### config.mk
export PLATFORM = sky130hd
export DESIGN_NAME = stbs_controller
export DESIGN_NICKNAME = d
export VERILOG_FILES = /design/src/rtl/core/stbs_pkg.sv /design/src/rtl/core/stbs_controller.sv
export SDC_FILE = /design/constraint.sdc
export NUM_CORES = 1
export LEC_CHECK = 0
export BUFFER_PORTS_ARGS = -buffer_cell sky130_fd_sc_hd__buf_2
export CAP_MARGIN = 25
export CELL_PAD_IN_SITES_DETAIL_PLACEMENT = 2
export CELL_PAD_IN_SITES_GLOBAL_PLACEMENT = 2
export CORE_MARGIN = 4
export CORE_UTILIZATION = 19
export CTS_CLUSTER_SIZE = 25
export DETAILED_ROUTE_END_ITERATION = 7
export PLACE_DENSITY = 0.66
export SYNTH_ARGS = -nofsm -noshare
export SYNTH_HDL_FRONTEND = slang
export SYNTH_SLANG_ARGS = --single-unit
export TNS_END_PERCENT = 1
### constraint.sdc
create_clock -name clock -period 1.6 [get_ports clock]
set_input_delay 0 -clock clock [delete_from_list [all_inputs] [get_ports clock]]
set_output_delay 0 -clock clock [all_outputs]
set_load 0.1 [all_outputs]
### src/rtl/core/stbs_pkg.sv
package stbs_pkg;

   localparam int DEFAULT_TABLE_DEPTH = 256;
   localparam int DEFAULT_VALUE_WIDTH = 32;

   localparam int POSITION_W  = 8;
   localparam int PORT_VALUE_W = 32;
   localparam int COUNT_W     = 9;
   localparam int INDEX_OUT_W = 8;

   typedef enum logic {
      ACT_WRITE  = 1'b0,
      ACT_SEARCH = 1'b1
   } action_type;

   typedef struct packed {
      logic load;        // start a search: set range and target
      logic write;       // store an entry
      logic probe;       // register midpoint, read the table there
      logic step;        // narrow the range after a compare
      logic latch_hit;   // record a match at the midpoint
      logic latch_miss;  // record no match
      logic publish;     // move the recorded result into the output register
   } dp_cmd_type;

   typedef struct packed {
      logic empty;
      logic hit;
      logic less;
   } dp_status_type;

endpackage

### src/rtl/core/stbs_controller.sv
module stbs_controller (
   input  logic                     clock,
   input  logic                     reset,
   input  logic                     req_valid,
   input  logic                     req_action,
   output logic                     req_ready,
   output logic                     rsp_valid,
   input  logic                     rsp_ready,
   output stbs_pkg::dp_cmd_type     cmd,
   input  stbs_pkg::dp_status_type  status
);
   import stbs_pkg::*;

   typedef enum logic [3:0] {
      ST_IDLE    = 4'b0001,
      ST_CHECK   = 4'b0010,
      ST_COMPARE = 4'b0100,
      ST_FINISH  = 4'b1000
   } state_type;

   state_type state_ff, state_in;
   logic      rsp_valid_ff, rsp_valid_in;
   logic      req_xfer;

   assign req_ready = state_ff == ST_IDLE;
   assign req_xfer  = req_valid && req_ready;

   always_comb begin
      state_in = state_ff;
      cmd      = '0;
      case (state_ff)
         ST_IDLE: begin
            if (req_xfer) begin
               if (req_action == ACT_SEARCH) begin
                  cmd.load = 1'b1;
                  state_in = ST_CHECK;
               end else begin
                  cmd.write = 1'b1;
               end
            end
         end
         ST_CHECK: begin
            if (status.empty) begin
               cmd.latch_miss = 1'b1;
               state_in       = ST_FINISH;
            end else begin
               cmd.probe = 1'b1;
               state_in  = ST_COMPARE;
            end
         end
         ST_COMPARE: begin
            if (status.hit) begin
               cmd.latch_hit = 1'b1;
               state_in      = ST_FINISH;
            end else begin
               cmd.step = 1'b1;
               state_in = ST_CHECK;
            end
         end
         ST_FINISH: begin
            // wait here while the output register still holds an untaken result
            if (!rsp_valid_ff || rsp_ready) begin
               cmd.publish = 1'b1;
               state_in    = ST_IDLE;
            end
         end
         default: begin
            state_in = ST_IDLE;
         end
      endcase
   end

   assign rsp_valid_in = cmd.publish || (rsp_valid_ff && !rsp_ready);

   always_ff @(posedge clock) begin
      if (reset) begin
         state_ff     <= ST_IDLE;
         rsp_valid_ff <= 1'b0;
      end else begin
         state_ff     <= state_in;
         rsp_valid_ff <= rsp_valid_in;
      end
   end

   assign rsp_valid = rsp_valid_ff;

   a_publish_slot_free: assert property (@(posedge clock) disable iff (reset)
      cmd.publish |-> (!rsp_valid_ff || rsp_ready))
      else $error("result published over an untaken one");

   a_search_starts: assert property (@(posedge clock) disable iff (reset)
      (req_xfer && (req_action == ACT_SEARCH)) |=> (state_ff == ST_CHECK))
      else $error("search transfer did not start a search");

   a_rsp_from_finish: assert property (@(posedge clock) disable iff (reset)
      $rose(rsp_valid_ff) |-> $past(state_ff == ST_FINISH))
      else $error("result raised outside the finish state");

endmodule

==> results of run 1 <==
what timing repair did:
item | 4_1_cts | 5_1_grt
hold buffers | 1 | 0
setup endpoints to repair | 4 | 4
endpoints found under the hold margin | 3 | 0
buffers inserted | 0 | 0
pin swaps | 0 | 0
resized for setup | 4 | 1
placed cells by master, fill, tap and decap left out:
cell type	count
a211oi_1	1
a21oi_1	2
a22oi_1	1
a31o_1	1
and2_1	2
and2b_2	1
buf_12	7
buf_2	8
buf_4	1
clkbuf_1	1
clkbuf_4	3
clkinvlp_4	1
dfxtp_1	2
dfxtp_2	3
dlygate4sd3_1	1
inv_1	1
nand2_1	1
nand2b_1	2
nand3_2	1
nor2_1	1
nor2_4	1
nor2b_2	1
nor3b_1	1
nor4b_1	1
nor4b_2	1
nor4b_4	1
or2_1	1
or3_1	1
or4b_4	1
xnor2_1	1
stage by stage:
step / cells / util / total power, mW / hold WS, ns
6_report: 66 / 0.415 / 0.375 / 0.0876
5_1_grt: 66 / 0.415 / 0.398 / 0.0822
4_1_cts: 66 / 0.411 / 0.383 / 0.0833
2_1_floorplan: 30 / - / 0.189 / 0.0691
3_5_place_dp: 61 / 0.376 / 0.222 / 0.250
3_3_place_gp: 61 / 0.376 / 0.220 / 0.231
final cells by class:
cell class / count / area share
flip-flops and latches: 5 / 0.188
multi-input cells: 23 / 0.353
inverters: 2 / 0.0204
repair buffers: 17 / 0.357
clock buffers: 4 / 0.0475
well taps: 15 / 0.0339
state kept, by name, summed over array words and instances, names as in the netlist:
signal     flops
rsp_valid      1
state_ff       4
path summary, 6_finish.rpt:
| check | start | to | slack (ns) | cells after the start |
|---|---|---|---|---|
| max | state_ff[0] | cmd[0] | 0.02 | 3 |
| min | status[2] | state_ff[2] | 0.09 | 3 |
| max reg2reg | state_ff[0] | state_ff[0] | 0.12 | 3 |
| min reg2reg | rsp_valid | rsp_valid | 0.63 | 2 |
tightest hold or removal path, stage by stage:
cell,delay [ns]
buf_2,0.10
nor2b_2,0.06
nor3b_1,0.13
cell families after synthesis:
logic type | after synthesis | synth area share
xor+xnor | 1 | 0.0321
buf+inv | 2 | 0.0275
flops | 5 | 0.367
simple gates | 17 | 0.450
compound gates | 5 | 0.124
routing by layer:
layer / vias up / track usage / share of wire / wire length (um)
met3: 2 / 0.0553 / 0.061 / 65
met1: 149 / 0.112 / 0.33 / 356
met2: 12 / 0.220 / 0.59 / 629
met5: - / 0 / 0 / 0
met4: 0 / 0.0852 / 0.017 / 18
li1: 149 / - / - / -
power by group through the flow:
stage | logic [mW] | clock network (mW) | registers [mW]
CTS | 0.0911 | 0.159 | 0.132
global route | 0.0958 | 0.170 | 0.132
finish | 0.0913 | 0.151 | 0.132
floorplan | 0.0566 | 0 | 0.133
detailed placement | 0.0887 | 0 | 0.134
global placement | 0.0863 | 0 | 0.133
==> results.py, run 1 <==
metrics = {
    "power_and_ir_drop": {
        "leakagePower_nw": 0.222,
        "powerDensity_mw_per_mm2": 678,
        "clkPwrFrac": 0.404,
        "p_sw_mw": 0.121,
        "pwr-share-comb": 0.244,
        "peakVddDrop_mv": 0.250,
        "switching_share": 0.323,
        "internal_power_mw": 0.254,
        "pwr-share-seq": 0.353,
    },
    "route": {
        "routedWlPerCell_um": 16.2,
        "drc": 0,
        "drt-initial-drc-count": 2,
        "drtPass1Iterations": 4,
        "vias": 312,
        "routed_wl_um": 1070,
        "vias_per_cell": 4.73,
        "ant_nets": 0,
    },
    "global_route": {
        "grt_pass1_wl_um": 1710,
        "grt_max_degree": 6,
        "grt_pass1_vias": 360,
        "grt_usage": 0.125,
        "antenna_found_initial": 0,
        "grt_overflow": 0,
    },
    "yosys": {
        "syn_nets": 38,
        "ys_seq_area_frac": 0.367,
        "synth.avg_cell_area_um2": 9.09,
        "synth_top_area_frac": 0.367,
        "synth_cell_type_count": 20,
        "yosysMostFrequentCell": "dfxtp_1",
        "netlist_instances": 30,
        "synth_edf_count": 0,
        "synth_top_area_cell": "dfxtp_1",
        "async_reset_ff_frac": 0,
        "synthesis.area_um2": 273,
        "ys_seq_elements": 5,
        "synth_ff_type": "dfxtp_1",
        "ys_warn_count": 0,
        "yosys-top-cells-area": "dfxtp_1, nor4b_1, nor4b_2, or4b_4, and2_1",
    },
    "setup_path": {
        "crit_slowest_cell": "or4b_4",
        "cp_data_arrival_time_ns": 1.58,
        "worstSetupPathType": "register to output port",
        "cp_num_buf_inv": 1,
        "cpLargestDelayFamily": "simple AND/OR/NAND/NOR gates",
        "max_stage_delay_ns": 0.56,
        "crit_path_start_kind": "register",
        "end_kind": "output port",
        "cp_data_required_time_ns": 1.60,
        "cp_cell_sequence": "or4b_4, and2b_2, buf_12",
        "cp_max_fo": 5,
    },
    "sta": {
        "tightest_slew_ns": 0.504,
        "rsz0062_at_grt": "true",
        "fmax_mhz": 634,
        "timing.final.ws_setup_ns": 0.0234,
        "setup_violations": 0,
        "fin_crit_sh": 0.985,
        "period_minus_slack_ns": 1.58,
        "skew_ns": 0.00291,
        "final_hold_viol_count": 0,
        "finalSetupTns_ns": 0,
        "relSlewSlack": 0.666,
        "maxSlewViolCount": 0,
    },
    "cells_and_area": {
        "multiInputGateArea_um2": 195,
        "nets": 60,
        "ff_latch_area_um2": 104,
        "antennaDiodeCount": 0,
        "drive_gt1_frac": 0.588,
        "syn2layout_area_growth_pct": 103,
        "fillers": 147,
        "fin_area_um2": 553,
    },
    "placement": {
        "postPlaceCellArea_um2": 502,
        "gp_congestion": 0.695,
        "place_hpwl_um": 834,
        "dp_slack_ns": 0.105,
        "port_buffers": 15,
    },
    "clock_network": {
        "clock-sinks": 5,
        "clock-root-buffer": "clkbuf_4",
        "clock_latency_ns": 0.25,
        "cts_buffers": 3,
        "cts_htree_levels": 1,
        "cts_max_path_buffers": 2,
        "clk_pin_slew_worst_paths_ns": 0.05,
        "cts_tree": "built",
    },
    "floorplan": {
        "die_w_um": 45.9,
        "row_count": 13,
        "core_mm2": 0.00133,
        "die_h_um": 45.9,
        "die_area_mm2": 0.00211,
        "pin_count": 17,
        "initial_core_util": 0.205,
    },
    "outcome": {
        "status": "complete, no violations",
    },
    "worst_hold_path": {
        "min_path_type": "input pin to register",
    },
    "run": {
        "cap_violations": 0,
    },
}
(Power assumes the default switching activity.)
==> run 2: changes to the inputs <==
Settings changed: CORE_MARGIN 4 to default.
Clock period 1.6 ns to 1.67 ns, I/O delays scaled along.
==> run 2 against run 1 <==
The run now ends with setup timing left. Routed wire length shrank 21%. Final cell count decreased by 1.5%. Sequential power down 5%. Clock power down 6%. Worst setup slack got worse by 0.024 ns. Design area decreased by 5.0%. Utilization shrank 1.6 points. Register-to-register slack better by 0.02 ns. Sequential cell count unchanged. Hold slack better by 0.014 ns. Critical path depth did not move. Largest cell class is now multi-input gates.
==> results.py, run 2 (same netlist as run 1, synthesis figures left out) <==
metrics = {
    "floorplan": {
        "core_mm2": 0.00132,
        "die_area_mm2": 0.00159,
        "die_h_um": 39.9,
        "row_count": 13,
        "initial_core_util": 0.207,
        "die_w_um": 39.9,
        "pin_count": 17,
    },
    "sta": {
        "relSlewSlack": 0.669,
        "timing.final.ws_setup_ns": -0.000976,
        "fin_crit_sh": 1.00,
        "final_hold_viol_count": 0,
        "setup_violations": 1,
        "tightest_slew_ns": 0.490,
        "rsz0062_at_grt": "true",
        "period_minus_slack_ns": 1.67,
        "skew_ns": 0.00486,
        "maxSlewViolCount": 0,
        "finalSetupTns_ns": -0.000976,
        "fmax_mhz": 598,
    },
    "cells_and_area": {
        "syn2layout_area_growth_pct": 92.7,
        "layout_common_cells": "buf_2, buf_12, clkbuf_4, dfxtp_1",
        "largest_reg_flops": 4,
        "fin_area_um2": 526,
        "regMostFlops": "state_ff",
        "drive_gt1_frac": 0.520,
        "nets": 59,
        "final-instance-count-excl-fill": 65,
        "antennaDiodeCount": 0,
        "postLayoutCoreUtil": 0.399,
        "layout_commonest_cell": "buf_2",
    },
    "placement": {
        "gp_congestion": 0.692,
        "port_buffers": 15,
        "place_hpwl_um": 699,
        "place_inst": 60,
        "postPlaceCellArea_um2": 479,
    },
    "global_route": {
        "grt_max_degree": 6,
        "grt_usage": 0.139,
        "grt_pass1_wl_um": 1410,
        "grt_overflow": 0,
        "grt_pass1_vias": 337,
        "antenna_found_initial": 0,
    },
    "route": {
        "vias_per_cell": 4.78,
        "routedWlPerCell_um": 13.1,
        "wl_met3_um": 25,
        "vias": 311,
        "drc": 0,
        "top_layer": "met3",
        "wl_met2_um": 457,
        "ant_nets": 0,
        "drt-initial-drc-count": 6,
        "drtPass1Iterations": 2,
        "met1_length_um": 366,
        "routed_wl_um": 849,
    },
    "clock_network": {
        "clock-root-buffer": "clkbuf_4",
        "clock-sinks": 5,
        "clk_pin_slew_worst_paths_ns": 0.05,
        "cts_setup_buffers": 0,
        "cts_max_path_buffers": 2,
        "clock_latency_ns": 0.24,
        "cts_htree_levels": 1,
        "cts_tree": "built",
        "cts_buffers": 3,
    },
    "setup_path": {
        "cp_data_required_time_ns": 1.67,
        "worstSetupPathType": "register to output port",
        "cp_max_fo": 5,
        "crit_path_start_kind": "register",
        "end_kind": "output port",
        "r2r_slack_ns": 0.14,
        "cp_data_arrival_time_ns": 1.67,
    },
    "run": {
        "cap_violations": 0,
    },
    "power_and_ir_drop": {
        "leakagePower_nw": 0.211,
        "powerDensity_mw_per_mm2": 662,
        "peakVddDrop_mv": 0.350,
    },
    "outcome": {
        "status": "complete, but fails checks",
        "violations": "setup timing",
    },
    "worst_hold_path": {
        "min_path_type": "input pin to register",
    },
}
-- run 2: changes by cell type in the layout (fill, tap and decap cells not counted), sizes merged --
cell,delta
clkbuf,+1
buf,-2
-- run 2: layout make-up --
| class | instances | area [um^2] |
|---|---|---|
| inverter | 2 | 11.3 |
| timing repair buffer | 16 | 178 |
| fill | 135 | 792 |
| clock buffer | 4 | 26.3 |
| tap | 15 | 18.8 |
| sequential | 5 | 101 |
| multi-input combinational | 23 | 190 |
-- run 2: what timing repair did --
action	CTS	global route
setup endpoints to repair	1	3
hold buffers	1	0
gates resized for setup	1	2
endpoints found under the hold margin	4	0
-- run 2: through the flow --
| stage | power (mW) | hold slack [ns] | setup slack [ns] |
|---|---|---|---|
| 2_1_floorplan | 0.181 | 0.0691 | -0.602 |
| 3_3_place_gp | 0.204 | 0.227 | 0.204 |
| 3_5_place_dp | 0.206 | 0.236 | 0.164 |
| 4_1_cts | 0.355 | 0.0943 | 0.00693 |
| 5_1_grt | 0.367 | 0.111 | -0.0432 |
| 6_report | 0.348 | 0.102 | -0.000976 |
-- run 2: worst paths after layout --
kind	startpoint	to	cells after the start
worst max-delay path	state_ff[1]	cmd[4]	3
worst min register to register	rsp_valid	rsp_valid	2
worst min-delay path	rsp_ready	rsp_valid	3
worst max register to register	state_ff[1]	state_ff[2]	3
-- run 2: power breakdown --
part	switching (mW)	internal (mW)
logic	0.0548	0.0253
clock network	0.0511	0.0905
registers	0.00410	0.122
-- run 2: routing by layer --
| metal | track usage | vias to the layer above |
|---|---|---|
| li1 | - | 150 |
| met1 | 0.152 | 153 |
| met2 | 0.234 | 8 |
| met3 | 0.0398 | 0 |
| met4 | 0.0776 | 0 |
| met5 | 0 | - |
-- run 2: worst max-delay path: stages (launching register included) --
cell and delay, ns:
dfxtp_1 0.46, nor4b_1 0.46, nor2b_2 0.31, buf_12 0.20
